**src/rtl/core/idiv_pkg.sv**
```systemverilog
// ----------------------------------------------------------------------------
// idiv_pkg
// Shared types and constants of the pipelined restoring divider.
// ----------------------------------------------------------------------------
`default_nettype none

package idiv_pkg;

  localparam int unsigned IDIV_DATA_WIDTH = 64;

  typedef enum logic [1:0] {
    MODE_UQUO = 2'd0,
    MODE_UREM = 2'd1,
    MODE_SQUO = 2'd2,
    MODE_SREM = 2'd3
  } mode_e;

  typedef struct packed {
    logic rem_sel;
    logic negate;
  } ctl_t;

endpackage

`default_nettype wire

```
**src/rtl/core/idiv_cell.sv**
```systemverilog
// ----------------------------------------------------------------------------
// idiv_cell
// One quotient bit: shift in the next dividend bit, trial-subtract, restore.
// ----------------------------------------------------------------------------
`default_nettype none

module idiv_cell import idiv_pkg::*; #(
  parameter int unsigned DATA_WIDTH = IDIV_DATA_WIDTH
) (
  input  logic                  clk_i,
  input  logic                  rst_ni,
  input  logic                  valid_i,
  output logic                  ready_o,
  input  ctl_t                  ctl_i,
  input  logic [DATA_WIDTH-1:0] den_i,
  input  logic [DATA_WIDTH-1:0] rem_i,
  input  logic [DATA_WIDTH-1:0] nq_i,
  output logic                  valid_o,
  input  logic                  ready_i,
  output ctl_t                  ctl_o,
  output logic [DATA_WIDTH-1:0] den_o,
  output logic [DATA_WIDTH-1:0] rem_o,
  output logic [DATA_WIDTH-1:0] nq_o
);

  logic [DATA_WIDTH:0]   trial;
  logic [DATA_WIDTH+1:0] diff;
  logic                  ge;
  logic [DATA_WIDTH-1:0] rem_d;
  logic [DATA_WIDTH-1:0] nq_d;
  logic                  valid_q;
  ctl_t                  ctl_q;
  logic [DATA_WIDTH-1:0] den_q;
  logic [DATA_WIDTH-1:0] rem_q;
  logic [DATA_WIDTH-1:0] nq_q;

  always_comb begin
    trial = {rem_i, nq_i[DATA_WIDTH-1]};
    diff  = {1'b0, trial} - {2'b00, den_i};
    ge    = ~diff[DATA_WIDTH+1];
    rem_d = ge ? diff[DATA_WIDTH-1:0] : trial[DATA_WIDTH-1:0];
    nq_d  = {nq_i[DATA_WIDTH-2:0], ge};
  end

  assign ready_o = ~valid_q | ready_i;

  always_ff @(posedge clk_i or negedge rst_ni) begin
    if (!rst_ni) begin
      valid_q <= 1'b0;
    end else if (ready_o) begin
      valid_q <= valid_i;
    end
  end

  always_ff @(posedge clk_i) begin
    if (valid_i && ready_o) begin
      ctl_q <= ctl_i;
      den_q <= den_i;
      rem_q <= rem_d;
      nq_q  <= nq_d;
    end
  end

  assign valid_o = valid_q;
  assign ctl_o   = ctl_q;
  assign den_o   = den_q;
  assign rem_o   = rem_q;
  assign nq_o    = nq_q;

endmodule

`default_nettype wire

```
**config.mk**
```make
export PLATFORM = sky130hd
export DESIGN_NAME = idiv_cell
export DESIGN_NICKNAME = d
export VERILOG_FILES = /design/src/rtl/core/idiv_pkg.sv /design/src/rtl/core/idiv_cell.sv
export SDC_FILE = /design/constraint.sdc
export NUM_CORES = 1
export LEC_CHECK = 0
export BUFFER_PORTS_ARGS = -buffer_cell sky130_fd_sc_hd__buf_4
export CORE_MARGIN = 4
export CORE_UTILIZATION = 48
export CTS_BUF_LIST = sky130_fd_sc_hd__clkbuf_4
export CTS_CLUSTER_DIAMETER = 80
export CTS_CLUSTER_SIZE = 16
export DETAILED_ROUTE_END_ITERATION = 12
export PLACE_DENSITY = 0.78
export SYNTH_ARGS = -nofsm -noshare
export SYNTH_HDL_FRONTEND = slang
export SYNTH_SLANG_ARGS = --single-unit
```
**constraint.sdc**
```tcl
create_clock -name clk_i -period 9.8 [get_ports clk_i]
set_input_delay 0.49 -clock clk_i [delete_from_list [all_inputs] [get_ports clk_i]]
set_output_delay 0.49 -clock clk_i [all_outputs]
set_load 0.005 [all_outputs]
```
==> reports/results.txt <==
CTS sink cnt: 195
Post-Syn Area per Cell: 11.1 µm²
Post-synthesis register bit count: 195
DR pass1 iterations: 5
Arr. time, crit path: 4880 ps
Peak Freq: 0.221 GHz
Pwr Total: 2.01 mW
Gr ovfl total: 0
Period utilization: 46.2%
Register area share after synthesis: 55.9%
Placed inst area: 13,700 µm²
Slew Limit Headroom: 22.0%
FF-to-FF path depth: 4
Commonest non-fill, non-tap cell in the layout: buf_4
Top fanout value on the critical path: 81
Layout cells sized above 1: 32.8%
Clk Latency, worst-skew pair: 590 ps
Share of Yosys cell area claimed by the top area cell type: 55.7%
Die height: 156 µm
First-pass GRT wire length: 46.7 mm
Worst Hold Path EP: nq_o[23]
Static Leak: 6.29 nW
HP Start: nq_i[22]
Cells after synthesis: 941
Final setup fails: 0
Min Tclk post-route: 4530 ps
Detailed Place HPWL: 25.3 mm
Io pins: 394
HP Class: input port to register
Final ANT Viol Nets: 0
Finished Cell Area: 14,300 µm²
Wirelength, routed: 32.4 mm
PortBufs: 393
Commonest cells after routing, fill and taps aside: buf_4 (396), edfxtp_1 (194), a21oi_1 (133)
Rows: 53
Status: finished, final reports clean
RR Startpoint: valid_o
Fill cells: 1,689
Die area: 24,200 µm²
Starting Density: 49.3%
Setup TNS: 0 ps
Dominant cells by area after synthesis: edfxtp_1 (56%), ha_1 (7.7%), a21oi_1 (6.4%)
Kind of critical path: input port to register
Clock root buffer: clkbuf_4
Multi-input logic area: 4160 µm²
Synthesized area: 10,500 µm²
CTS tree: done
Vias in the first global route: 8,519
Core Util, Final: 67.2%
Die width: 156 µm
H-tree levels: 4
RSZ-0062 raised after global routing: false
Gr usage total: 24.8%
Cell taking the most area after synthesis: edfxtp_1
Worst setup EP type: register
Area Growth Syn to Fin: 36.2%
R2R Path End: den_o[27]
Drt wl/cell: 19.6 µm
Hold Crit Depth: 1
Worst Max-Slew Pin Slew: 1170 ps
Largest net degree at the start of global routing: 82
Post-synth EDFFs: 194
Worst Skew: 29.8 ps
DP Cell Count: 1,585
Peak VDD IR: 0.0666 mV
Via Count: 8,846
Initial antenna violation count: 3
# nets final: 1,623
Clk slew on worst S/H paths: 200 ps
PwrDens: 141 nW/µm²
Vias per cell: 5.36
Core Box Area: 21,200 µm²
Max-Cap Viols: 0
Post-Layout Cell Count: 1,651
DR iter-0 viols: 648
DRC: 0
Hold Fails Final Rpt: 0
Prevailing post-synth register cell: edfxtp_1
Synth unique cells: 61
Global placement routability congestion: 0.923
Synthesized Nets: 1,204
Synth warnings: 0
Flop-to-flop setup slack: 6470 ps
Critical Path Start Type: input port
Final Max Slew Viols: 0
FF+latch area: 5850 µm²
Required @ worst endpoint: 10,150 ps
FFs w/ async S/R, synth: 0.513%
Max clock buf depth: 2
Number of CTS-inserted buffers: 17
==> final cells by class <==
type,count,area share [%]
clock inverters,14,1.06
clock buffers,18,0.948
multi-input cells,633,29.2
diodes,3,0.0527
flip-flops and latches,195,41.0
well taps,275,2.41
inverters,86,2.26
repair buffers,427,23.0
==> timing repair <==
item                                   4_1_cts  5_1_grt
endpoints found under the hold margin        1       30
buffers inserted                             0        0
gates resized for setup                      0        0
hold buffers                                 1       30
==> critical path, stage by stage <==
cell      delay, ps
buf_4            80
inv_1            30
ha_1            380
o211ai_1        120
a21o_1          200
a21oi_1         230
a221o_2         250
a31oi_2         180
o41ai_4         490
a211oi_2        170
o31ai_4         950
buf_4           810
mux2_2          410
==> cells in the mapped netlist, drive strengths merged, types with 5 or more instances <==
library cell  number
nor2              96
nand3             12
nor2b              5
xnor2             31
xor2              26
o211ai             7
and3               6
edfxtp           194
nand4             12
buf               15
a21o              26
nand2             71
o21bai            13
inv               86
o21ai             31
mux2              12
a211oi             9
clkbuf            12
ha                64
o21a               7
a31oi             11
a21oi            133
==> flip-flops by register name (all words and copies together), names as in the netlist <==
register	flops
valid_o	1
ctl_o	2
nq_o	64
den_o	64
rem_o	64
==> metal layers <==
layer	vias up	wire [µm]	GRT usage, %
met5	-	0	0
met4	0	852	7.50
met3	49	2660	6.88
met2	386	16900	44.5
met1	4133	11900	28.9
li1	4278	-	-
==> kinds of logic (layout without fill, tap and decap cells) <==
group	Yosys count	count (layout)	synth area share (%)
AO/OA/AOI/OAI	268	268	16.0
AND/OR/NAND/NOR	229	229	9.63
flip-flops	195	195	55.9
buffers and inverters	113	545	4.37
adder cells (fa/ha/maj)	65	65	7.84
XOR/XNOR	57	57	4.77
multiplexers	14	14	1.48
other	0	3	0
==> per-stage QoR <==
stage	setup WS (ps)	hold slack [ps]
after floorplan	4140	194
after global placement	4790	266
after detailed placement	4670	266
after CTS	5320	11.0
after global routing	4830	-21.6
final	5270	52.4
==> how the worst max path moves through the flow <==
| stage | startpoint | end | slack [ps] | depth (start not counted) |
|---|---|---|---|---|
| finish | den_i[4] | rem_o[18] | 5270 | 13 |
| global route | den_i[4] | rem_o[18] | 4830 | 13 |
| floorplan | ready_i | ctl_o[0] | 4140 | 2 |
| detailed placement | den_i[4] | rem_o[8] | 4670 | 13 |
| CTS | den_i[4] | rem_o[18] | 5320 | 13 |
| global placement | den_i[4] | rem_o[18] | 4790 | 13 |
==> power breakdown <==
part / switching, mW / internal [mW]
Sequential: 0.0169 / 1.00
Clock: 0.329 / 0.123
Combinational: 0.281 / 0.260
Total: 0.627 / 1.38
No activity file was read; power rests on OpenSTA's default activity.
