==> src/rtl/core/idiv_pkg.sv <==
// ----------------------------------------------------------------------------
// idiv_pkg
// Shared types and constants of the pipelined restoring divider.
// ----------------------------------------------------------------------------
`default_nettype none

package idiv_pkg;

  localparam int unsigned IDIV_DATA_WIDTH = 64;

  typedef enum logic [1:0] {
    MODE_UQUO = 2'd0,
    MODE_UREM = 2'd1,
    MODE_SQUO = 2'd2,
    MODE_SREM = 2'd3
  } mode_e;

  typedef struct packed {
    logic rem_sel;
    logic negate;
  } ctl_t;

endpackage

`default_nettype wire

==> src/rtl/core/idiv_if.sv <==
// ----------------------------------------------------------------------------
// idiv_if
// Request and response channels of the divider (valid/ready beats).
// ----------------------------------------------------------------------------
`default_nettype none


interface idiv_rsp_if #(
  parameter int unsigned DATA_WIDTH = 64
) ();
  logic                  valid;
  logic                  ready;
  logic [DATA_WIDTH-1:0] result;

  modport source (output valid, result, input ready);
  modport sink   (input valid, result, output ready);
endinterface

`default_nettype wire

==> src/rtl/core/idiv_post.sv <==
// ----------------------------------------------------------------------------
// idiv_post
// Output stage: selects quotient or remainder and applies the sign.
// ----------------------------------------------------------------------------
`default_nettype none

module idiv_post import idiv_pkg::*; #(
  parameter int unsigned DATA_WIDTH = IDIV_DATA_WIDTH
) (
  input  logic                  clk_i,
  input  logic                  rst_ni,
  input  logic                  valid_i,
  output logic                  ready_o,
  input  ctl_t                  ctl_i,
  input  logic [DATA_WIDTH-1:0] rem_i,
  input  logic [DATA_WIDTH-1:0] quo_i,
  idiv_rsp_if.source            rsp_o
);

  logic [DATA_WIDTH-1:0] sel;
  logic [DATA_WIDTH-1:0] result_d;
  logic                  valid_q;
  logic [DATA_WIDTH-1:0] result_q;

  always_comb begin
    sel      = ctl_i.rem_sel ? rem_i : quo_i;
    result_d = ctl_i.negate ? ({DATA_WIDTH{1'b0}} - sel) : sel;
  end

  assign ready_o = ~valid_q | rsp_o.ready;

  always_ff @(posedge clk_i or negedge rst_ni) begin
    if (!rst_ni) begin
      valid_q <= 1'b0;
    end else if (ready_o) begin
      valid_q <= valid_i;
    end
  end

  always_ff @(posedge clk_i) begin
    if (valid_i && ready_o) begin
      result_q <= result_d;
    end
  end

  assign rsp_o.valid  = valid_q;
  assign rsp_o.result = result_q;

endmodule

`default_nettype wire

==> src/flat_wrapper.sv <==
// flat-port wrapper written by rule: the top's interface ports become plain ports
module idiv_post_flat import idiv_pkg::*;
#(
  parameter int unsigned DATA_WIDTH = IDIV_DATA_WIDTH
)
  (clk_i, rst_ni, valid_i, ready_o, ctl_i, rem_i, quo_i, rsp_o_valid, rsp_o_result, rsp_o_ready);
  idiv_rsp_if #(.DATA_WIDTH(DATA_WIDTH)) rsp_o_i ();
  input  logic clk_i;
  input  logic rst_ni;
  input  logic valid_i;
  output logic ready_o;
  input  ctl_t ctl_i;
  input  logic [DATA_WIDTH-1:0] rem_i;
  input  logic [DATA_WIDTH-1:0] quo_i;
  output wire logic [$bits(rsp_o_i.valid)-1:0] rsp_o_valid;
  output wire logic [$bits(rsp_o_i.result)-1:0] rsp_o_result;
  input wire logic [$bits(rsp_o_i.ready)-1:0] rsp_o_ready;
  assign rsp_o_valid = rsp_o_i.valid;
  assign rsp_o_result = rsp_o_i.result;
  assign rsp_o_i.ready = rsp_o_ready;
  idiv_post #(.DATA_WIDTH(DATA_WIDTH)) u_core (.clk_i(clk_i), .rst_ni(rst_ni), .valid_i(valid_i), .ready_o(ready_o), .ctl_i(ctl_i), .rem_i(rem_i), .quo_i(quo_i), .rsp_o(rsp_o_i));
endmodule
==> config.mk <==
export PLATFORM = sky130hd
export DESIGN_NAME = idiv_post_flat
export DESIGN_NICKNAME = d
export VERILOG_FILES = /design/src/rtl/core/idiv_pkg.sv /design/src/rtl/core/idiv_if.sv /design/src/rtl/core/idiv_post.sv /design/src/flat_wrapper.sv
export SDC_FILE = /design/constraint.sdc
export NUM_CORES = 1
export LEC_CHECK = 0
export BUFFER_PORTS_ARGS = -buffer_cell sky130_fd_sc_hd__buf_2
export CAP_MARGIN = 5
export CORE_ASPECT_RATIO = 2
export CORE_UTILIZATION = 35
export CTS_CLUSTER_DIAMETER = 100
export DETAILED_ROUTE_END_ITERATION = 16
export HOLD_SLACK_MARGIN = 0.05
export SETUP_SLACK_MARGIN = 0.15
export SLEW_MARGIN = 20
export SYNTH_ARGS = -nofsm -noshare
export SYNTH_HDL_FRONTEND = slang
export SYNTH_SLANG_ARGS = --single-unit
==> constraint.sdc <==
create_clock -name clk_i -period 2.5 [get_ports clk_i]
set_input_delay 0.625 -clock clk_i [delete_from_list [all_inputs] [get_ports clk_i]]
set_output_delay 0.625 -clock clk_i [all_outputs]
set_load 0.02 [all_outputs]
==> summary.md <==
| Metric | Value |
|---|---|
| Final min period | approximately 2.9 ns |
| Rows | just over 60 |
| Remaining antenna violation count after routing | 0 |
| WS Path Type | input port to flop |
| Final WL | approximately 21 mm |
| Grt ovf | 0 |
| Final Setup Violations | 34 |
| Syn_nets | about 650 |
| Top cells by area, synth | edfxtp_1, mux2i_1, xor2_1 |
| Pre-Repair DR Iteration Count | 5 |
| Synth Register Bits | 65 |
| Post-synthesis sequential area ratio | 0.384 |
| Initial antenna violation count | 0 |
| Pin count of the biggest net entering global routing | 65 |
| Worst setup margin | -0.366 ns |
| Clock Path Buffers | 2 |
| Max incr delay on CP | 0.54 ns |
| Overall die height | roughly 170 um |
| CTS Root Cell | clkbuf_16 |
| Max-cap violations | 0 |
| Violated checks | setup timing |
| Setup tns final | -6.10 ns |
| Ys Warns | 0 |
| Critical-path cell list | buf_16 -> or4_4 -> o22ai_2 -> or4b_4 -> or4_4 -> buf_4 -> o21ai_2 -> xor2_1 |
| Post-synth EDFFs | 64 |
| CTS HTree Levels | 3 |
| Ys flop type | edfxtp_1 |
| Status | complete, but fails checks |
| Via count | between 5000 and 6000 |
| GRT Total Usage | 0.277 |
| Starting Density | 0.361 |
| RSZ-0062 raised after global routing | true |
| Top-count cell post-synth | edfxtp_1 |
| Port Buffer Count | around 200 |
| Die area | about 15000 um^2 |
| Die Width | roughly 87 um |
| CP max FO | 7 |
| Slowest-stage cell, CP | or4_4 |
| Post-synth top cells | edfxtp_1, mux2i_1, xor2_1 |
| Sequential power share | 0.357 |
| Worst Hold Launch | valid_i |
| Avg Inst Size Synth | slightly below 10 um^2 |
| LEAKAGE | around 4 nW |
| Post-Syn Area | 5070 um^2 |
| Clk_skew | roughly 0.0053 ns |
| Crit share post-route | 1.15 |
| Final hold vios | 0 |
| CP endpoint | u_core.rsp_o.result[38] |
| Synthesized instance count | 510 |
| FFs w/ async S/R, synth | 0.0154 |
| Initial DRC count | between 200 and 300 |
| Clock power share | 0.338 |
| Worst R2R Start | u_core.rsp_o.valid |
| Seq. cell area | about 1900 um^2 |
| Number of cells on the critical path | 8 |
| Most used cell along the critical path | or4_4 |
| Layout cells sized above 1 | 0.582 |
| Worst vdd ir | between 300 and 400 uV |
| First-pass GRT wire length | around 31 mm |
| Place WS | -0.766 ns |
| CP arrival | 2.94 ns |
| Slew Limit Fails | 0 |
| CTS Sinks | 65 |
| Worst R2R Path Depth | 3 |
| Core Region | between 10000 and 15000 um^2 |
| Vias in the first global route | 6054 |
| Net switching power figure | about 0.0011 W |
| Syn-to-layout area delta | 76.4% |
| Latest clock arrival within the worst-skew pair | around 0.33 ns |
| Filler cell count | 1173 |
| Worst-Margin Slew | around 0.44 ns |
| Critical path launch point | ctl_i[1] |
| Gp weighted congestion | between 0.8 and 0.9 |
| Int Pwr | between 0.002 and 0.003 W |
| Fmax | 349 MHz |
| R2R Setup Slk | between 1 and 1.5 ns |
| Worst path required time | between 2 and 3 ns |
| Vias per cell | 5.36 |
| CTS tree | yes |
| Worst R2R End | u_core.rsp_o.result[62] |
| Gate power share | 0.305 |
| HPWL Detailed | 14.7 mm |
| Diode count | 0 |
| Final Net Count | 1031 |
| Area leader, netlist | edfxtp_1 |
| Delay-heaviest family, CP | simple AND/OR/NAND/NOR gates |
| CP endpoint kind | flop |
| Slew headroom | 0.705 |
| Buffers & Inverters on Critical Path | 2 |
| Routed len/inst | 19.3 um |
| CTS clk-pin slew, worst paths | around 0.060 ns |
| DRC viols | 0 |
| Multi-input logic area | about 3600 um^2 |
| Unique masters post-synth | just under 60 |
| Worst min-delay path class | input port to flop |
| Startpoint types | input port |
| Pwr dens | between 400 and 500 nW/um^2 |
| Switch share | 0.304 |
| Synth top area share | 0.379 |
| Total CTS buffers | 9 |
| # IOs | 200 |
==> repair_timing <==
item                                   4_1_cts  5_1_grt
gates cloned                                 6        0
hold buffers                                 1        0
setup buffers                               38       10
endpoints found under the hold margin        1        0
pin swaps                                   47       17
setup endpoints to repair                   46       48
gates resized for setup                    109       26
==> worst min path at each step <==
| stage | slack [ns] | cells after the start | to |
|---|---|---|---|
| after floorplan | 0.33 | 0 | u_core.rsp_o.valid |
| after global placement | 0.40 | 1 | u_core.rsp_o.valid |
| after detailed placement | 0.41 | 1 | u_core.rsp_o.valid |
| after CTS | 0.49 | 2 | u_core.rsp_o.valid |
| after global routing | 0.50 | 2 | u_core.rsp_o.valid |
| final | 0.49 | 2 | u_core.rsp_o.valid |
==> flip-flops by register name, indices dropped and copies added, names as in the netlist <==
name and cells:
u_core.rsp_o.result 64, u_core.rsp_o.valid 1
==> per-stage QoR <==
step           hold slack (ns)  utilization  std cells  instance area, um^2  power (W)
6_report                 0.495        0.637       1090                 8950    0.00378
5_1_grt                  0.504        0.637       1090                 8950    0.00392
4_1_cts                  0.493        0.623       1080                 8750    0.00377
3_5_place_dp             0.405        0.537       1019                 7540    0.00238
3_3_place_gp             0.399        0.537       1019                 7540    0.00236
2_1_floorplan            0.329            -        510                 5360    0.00188
==> per-layer routing <==
metal | part of all wire | global-route usage
met5 | 0 | 0
met4 | 0.050 | 0.163
met3 | 0.045 | 0.0353
met2 | 0.58 | 0.560
met1 | 0.32 | 0.250
==> power groups by stage <==
stage               clock network [W]  logic [W]  registers (W)
CTS                           0.00130    0.00113        0.00135
finish                        0.00128    0.00116        0.00135
global route                  0.00133    0.00123        0.00136
floorplan                           0   0.000398        0.00148
global placement                    0   0.000992        0.00137
detailed placement                  0    0.00101        0.00137
==> placed cells by master (no fill, tap or decap), drive strengths merged, types with 3 or more instances in the layout <==
cell type,count
nor2,20
o21ai,29
clkinvlp,3
buf,399
xnor2,8
a21oi,17
clkinv,3
or3b,10
nand4,3
nor3,30
clkbuf,9
o41ai,7
or4,10
or3,12
nand2b,7
nor3b,15
mux2,3
nand2,40
nand3,14
inv,4
nor4,10
o31ai,15
or4b,7
and2,7
mux2i,61
edfxtp,64
xor2,55
o22ai,5
a222oi,3
==> layout make-up <==
| class | instances | area share |
|---|---|---|
| Clock inverter | 7 | 0.00797 |
| Multi-Input combinational cell | 415 | 0.407 |
| Clock buffer | 9 | 0.0252 |
| Inverter | 4 | 0.00168 |
| Sequential cell | 65 | 0.218 |
| Tap cell | 189 | 0.0264 |
| Timing Repair Buffer | 401 | 0.315 |
==> logic make-up (layout without fill, tap and decap cells) <==
group / after synthesis / in the layout / share of synthesized area
AND/OR/NAND/NOR: 194 / 196 / 0.222
AO/OA/AOI/OAI: 91 / 91 / 0.123
flip-flops: 65 / 65 / 0.384
multiplexers: 64 / 64 / 0.127
XOR/XNOR: 63 / 63 / 0.109
buffers and inverters: 32 / 421 / 0.0326
adder cells (fa/ha/maj): 1 / 1 / 0.00247
No activity file was read; power rests on OpenSTA's default activity.
