$ cat src/rtl/core/idiv_pkg.sv
// ----------------------------------------------------------------------------
// idiv_pkg
// Shared types and constants of the pipelined restoring divider.
// ----------------------------------------------------------------------------
`default_nettype none

package idiv_pkg;

  localparam int unsigned IDIV_DATA_WIDTH = 64;

  typedef enum logic [1:0] {
    MODE_UQUO = 2'd0,
    MODE_UREM = 2'd1,
    MODE_SQUO = 2'd2,
    MODE_SREM = 2'd3
  } mode_e;

  typedef struct packed {
    logic rem_sel;
    logic negate;
  } ctl_t;

endpackage

`default_nettype wire

$ cat src/rtl/core/idiv_if.sv
// ----------------------------------------------------------------------------
// idiv_if
// Request and response channels of the divider (valid/ready beats).
// ----------------------------------------------------------------------------
`default_nettype none

interface idiv_req_if #(
  parameter int unsigned DATA_WIDTH = 64
) ();
  logic                  valid;
  logic                  ready;
  logic [1:0]            mode;
  logic [DATA_WIDTH-1:0] dividend;
  logic [DATA_WIDTH-1:0] divisor;

  modport source (output valid, mode, dividend, divisor, input ready);
  modport sink   (input valid, mode, dividend, divisor, output ready);
endinterface


`default_nettype wire

$ cat src/rtl/core/idiv_pre.sv
// ----------------------------------------------------------------------------
// idiv_pre
// Input stage: decodes the mode and turns signed operands into magnitudes.
// ----------------------------------------------------------------------------
`default_nettype none

module idiv_pre import idiv_pkg::*; #(
  parameter int unsigned DATA_WIDTH = IDIV_DATA_WIDTH
) (
  input  logic                  clk_i,
  input  logic                  rst_ni,
  idiv_req_if.sink              req_i,
  output logic                  valid_o,
  input  logic                  ready_i,
  output ctl_t                  ctl_o,
  output logic [DATA_WIDTH-1:0] num_o,
  output logic [DATA_WIDTH-1:0] den_o
);

  mode_e                 mode;
  logic                  is_signed;
  logic                  num_neg;
  logic                  den_neg;
  ctl_t                  ctl_d;
  logic [DATA_WIDTH-1:0] num_d;
  logic [DATA_WIDTH-1:0] den_d;
  logic                  valid_q;
  ctl_t                  ctl_q;
  logic [DATA_WIDTH-1:0] num_q;
  logic [DATA_WIDTH-1:0] den_q;

  assign mode = mode_e'(req_i.mode);

  always_comb begin
    case (mode)
      MODE_SQUO, MODE_SREM: is_signed = 1'b1;
      default:              is_signed = 1'b0;
    endcase
    num_neg       = is_signed & req_i.dividend[DATA_WIDTH-1];
    den_neg       = is_signed & req_i.divisor[DATA_WIDTH-1];
    num_d         = num_neg ? ({DATA_WIDTH{1'b0}} - req_i.dividend) : req_i.dividend;
    den_d         = den_neg ? ({DATA_WIDTH{1'b0}} - req_i.divisor) : req_i.divisor;
    ctl_d.rem_sel = (mode inside {MODE_UREM, MODE_SREM});
    ctl_d.negate  = ctl_d.rem_sel ? num_neg : (num_neg ^ den_neg);
  end

  assign req_i.ready = ~valid_q | ready_i;

  always_ff @(posedge clk_i or negedge rst_ni) begin
    if (!rst_ni) begin
      valid_q <= 1'b0;
    end else if (req_i.ready) begin
      valid_q <= req_i.valid;
    end
  end

  always_ff @(posedge clk_i) begin
    if (req_i.valid && req_i.ready) begin
      ctl_q <= ctl_d;
      num_q <= num_d;
      den_q <= den_d;
    end
  end

  assign valid_o = valid_q;
  assign ctl_o   = ctl_q;
  assign num_o   = num_q;
  assign den_o   = den_q;

endmodule

`default_nettype wire

$ cat src/flat_wrapper.sv
// flat-port wrapper written by rule: the top's interface ports become plain ports
module idiv_pre_flat import idiv_pkg::*;
#(
  parameter int unsigned DATA_WIDTH = IDIV_DATA_WIDTH
)
  (clk_i, rst_ni, valid_o, ready_i, ctl_o, num_o, den_o, req_i_valid, req_i_mode, req_i_dividend, req_i_divisor, req_i_ready);
  idiv_req_if #(.DATA_WIDTH(DATA_WIDTH)) req_i_i ();
  input  logic clk_i;
  input  logic rst_ni;
  output logic valid_o;
  input  logic ready_i;
  output ctl_t ctl_o;
  output logic [DATA_WIDTH-1:0] num_o;
  output logic [DATA_WIDTH-1:0] den_o;
  input wire logic [$bits(req_i_i.valid)-1:0] req_i_valid;
  input wire logic [$bits(req_i_i.mode)-1:0] req_i_mode;
  input wire logic [$bits(req_i_i.dividend)-1:0] req_i_dividend;
  input wire logic [$bits(req_i_i.divisor)-1:0] req_i_divisor;
  output wire logic [$bits(req_i_i.ready)-1:0] req_i_ready;
  assign req_i_i.valid = req_i_valid;
  assign req_i_i.mode = req_i_mode;
  assign req_i_i.dividend = req_i_dividend;
  assign req_i_i.divisor = req_i_divisor;
  assign req_i_ready = req_i_i.ready;
  idiv_pre #(.DATA_WIDTH(DATA_WIDTH)) u_core (.clk_i(clk_i), .rst_ni(rst_ni), .req_i(req_i_i), .valid_o(valid_o), .ready_i(ready_i), .ctl_o(ctl_o), .num_o(num_o), .den_o(den_o));
endmodule
$ cat config.mk
export PLATFORM = sky130hd
export DESIGN_NAME = idiv_pre_flat
export DESIGN_NICKNAME = d
export VERILOG_FILES = /design/src/rtl/core/idiv_pkg.sv /design/src/rtl/core/idiv_if.sv /design/src/rtl/core/idiv_pre.sv /design/src/flat_wrapper.sv
export SDC_FILE = /design/constraint.sdc
export NUM_CORES = 1
export LEC_CHECK = 0
export BUFFER_PORTS_ARGS = -buffer_cell sky130_fd_sc_hd__clkbuf_2
export CELL_PAD_IN_SITES_DETAIL_PLACEMENT = 1
export CELL_PAD_IN_SITES_GLOBAL_PLACEMENT = 1
export CORE_ASPECT_RATIO = 1.75
export CORE_MARGIN = 2
export CORE_UTILIZATION = 38
export DETAILED_ROUTE_END_ITERATION = 16
export PLACE_DENSITY = 0.87
export SLEW_MARGIN = 20
export SYNTH_ARGS = -nofsm -noshare
export SYNTH_HDL_FRONTEND = slang
export SYNTH_SLANG_ARGS = --single-unit
$ cat constraint.sdc
create_clock -name clk_i -period 5.1 [get_ports clk_i]
set_input_delay 0.51 -clock clk_i [delete_from_list [all_inputs] [get_ports clk_i]]
set_output_delay 0.51 -clock clk_i [all_outputs]
set_load 0.01 [all_outputs]
==> flow_metrics.tcl <==
set metrics [dict create \
    required_ps 5250 \
    core-area_sq_mm 0.0186 \
    port_buffers 265 \
    min_path_type "in2reg" \
    grt_pass1_wl_um 37600 \
    start_util 0.386 \
    setup_ws_ps 2200 \
    hpwl_um 19900 \
    drtIter0Drc 263 \
    nFillCells 2112 \
    clk_path_buf_depth 2 \
    leakage_nw 3.72 \
    htree_levels 4 \
    cp.arrival_ps 3050 \
    cts_buffers 17 \
    syn_to_final_growth_pct 30.4 \
    grt.total_usage 0.252 \
    finish.utilization 0.503 \
    clock_sinks 131 \
    wl_um 25000 \
    wl_per_cell_um 22.0 \
    worstHoldStart "req_i_mode[0]" \
    critPathCaptureType "register" \
    ioPinCount 266 \
    clk_pin_slew_ps 60 \
    ant_nets 0 \
    whs_ps 286 \
    fin_skew_ps 5.75 \
    synth_seq_area_share 0.548 \
    clock_latency_ps 420 \
    cts_resized 0 \
    synth_cells 616 \
    grt_max_degree 66 \
    place.gp.congestion 0.975 \
    critPathKind "in2reg" \
    ir_worst_vdd_mv 0.167 \
    fin_nets 1020 \
    min_period_over_period 0.568 \
    rr_startpoint "u_core.valid_o" \
    status "finished, final reports clean" \
    max-slew-margin-rel 0.325 \
    ys_warn_count 0 \
    ys_ff_latch 131 \
    drc 0 \
    die_area_sq_mm 0.0200 \
    n_antenna_cell 0 \
    worst_pin_slew_ps 1000 \
    grt_pass1_vias 6855 \
    netlist_area_sq_mm 0.00717 \
    start_kind "input port" \
    routed_via_density 5.59 \
    maxCapViolCount 0 \
    min_period_ps 2900 \
    synth_edf_count 130 \
    setup_violations 0 \
    die_h_um 186 \
    place_area_sq_mm 0.00874 \
    cp_max_fo 10 \
    finish.instance_area_sq_mm 0.00935 \
    fp.dieW_um 108 \
    overflow 0 \
    async_flop_share 0.00763 \
    dr.pass1.iters 5 \
    fmax_ghz 0.345 \
    cts_tree "done" \
    rows 66 \
    crit_start "req_i_divisor[9]" \
    ys.flop_type "edfxtp_1" \
    synth.distinct_cells 50 \
    syn-num-nets 752 \
    drive_gt1_frac 0.360 \
    pre_cts_slack_ps 1810 \
    rsz0062_at_grt "no" \
    setup_tns_ps 0 \
    p_per_area_mw_per_mm2 321 \
    holdBufCountCts 1 \
    slew_viol_final 0 \
    cts_root_buf "clkbuf_16" \
    hold_viol_final 0 \
    post_cts_buffers 0 \
    syn_avg_cell_area_sq_um 11.6 \
    antenna_found_initial 1 \
    num_vias 6345 \
]
==> area by class of cell <==
cell class	count	area, sq um	share of cell area
sequential	131	3930	0.420
multi-input combinational	449	3100	0.332
timing repair buffer	271	1370	0.147
clock buffer	18	429	0.0459
tap	238	298	0.0319
clock inverter	14	163	0.0174
inverter	14	52.6	0.00562
==> worst paths after layout <==
path                               endpoint  slack, ps  depth (start not counted)
hold / removal              u_core.ctl_o[1]        290                          1
setup reg to reg           u_core.num_o[55]       2880                          3
max in group asynchronous    u_core.valid_o       4610                          2
min in group asynchronous    u_core.valid_o        400                          2
hold reg to reg              u_core.valid_o        550                          2
setup / recovery           u_core.den_o[60]       2200                          6
==> where the power goes <==
| part | leakage, nW | internal [mW] | switching (mW) |
|---|---|---|---|
| Clock | 0.273 | 0.765 | 0.484 |
| Sequential | 1.25 | 1.29 | 0.0230 |
| Combinational | 2.20 | 0.165 | 0.274 |
| Total | 3.72 | 2.22 | 0.780 |
==> state kept, by name, indices dropped and copies added (netlist names) <==
name / count
u_core.den_o: 64
u_core.num_o: 64
u_core.valid_o: 1
u_core.ctl_o: 2
==> cell usage in the layout (no fill, tap or decap), drive strengths merged, types with 4 or more instances in the layout <==
cell type / instances
clkbuf: 283
edfxtp: 130
xor2: 82
nor2: 46
xnor2: 41
nor3: 37
nor4: 36
a21oi: 32
a31oi: 30
nand2: 27
o21ai: 15
inv: 15
or3: 12
o31ai: 12
nand3: 8
a41oi: 8
o41ai: 8
or4: 7
nand4b: 6
and2: 6
nand4: 5
clkinvlp: 5
buf: 5
clkinv: 5
nand2b: 4
nor2b: 4
==> through the flow <==
step / power (mW) / cells
after floorplan: 1.55 / 616
after global placement: 1.76 / 1102
after detailed placement: 1.78 / 1102
after CTS: 3.03 / 1135
after global routing: 3.11 / 1135
final: 3.00 / 1135
==> cell usage after synthesis, types with 3 or more instances <==
master / number / share of area
a21oi_1: 32 / 0.022
a31oi_1: 30 / 0.026
a41oi_1: 8 / 0.0098
and2_1: 6 / 0.0052
and3_1: 3 / 0.0026
buf_2: 3 / 0.0021
clkbuf_1: 16 / 0.0084
edfxtp_1: 130 / 0.54
inv_1: 14 / 0.0073
nand2_1: 26 / 0.014
nand2b_1: 4 / 0.0035
nand3_1: 8 / 0.0056
nand3b_1: 3 / 0.0031
nand4_1: 5 / 0.0044
nand4b_1: 6 / 0.0073
nor2_1: 46 / 0.024
nor2b_1: 4 / 0.0035
nor3_1: 35 / 0.024
nor4_1: 27 / 0.024
nor4_2: 7 / 0.012
o21ai_0: 15 / 0.010
o31ai_1: 11 / 0.012
o41ai_1: 4 / 0.0049
o41ai_2: 3 / 0.0068
or3_1: 11 / 0.0096
or4_1: 5 / 0.0052
xnor2_1: 41 / 0.050
xor2_1: 82 / 0.10
==> kinds of logic (layout without fill, tap and decap cells) <==
kind of cell	count (synthesis)	count (layout)	synth area share
adders and majority gates	2	2	0.00349
AOI/OAI and AO/OA	109	109	0.102
and+or+nand+nor	215	215	0.175
buffers and inverters	36	317	0.0204
DFF	131	131	0.548
xor gates and xnor gates	123	123	0.150
==> metal layers <==
layer,track usage,up-vias,part of all wire
met2,0.476,335,0.55
met1,0.237,3040,0.32
met3,0.0602,78,0.068
li1,-,2890,-
met5,0,-,0.00048
met4,0.163,2,0.059
==> worst max-delay path, stage by stage <==
cell and delay [ps]:
clkbuf_2 120, nor4_1 850, nand2_1 280, nor3_2 840, a41oi_1 230, xor2_1 220
No activity file was read; power rests on OpenSTA's default activity.
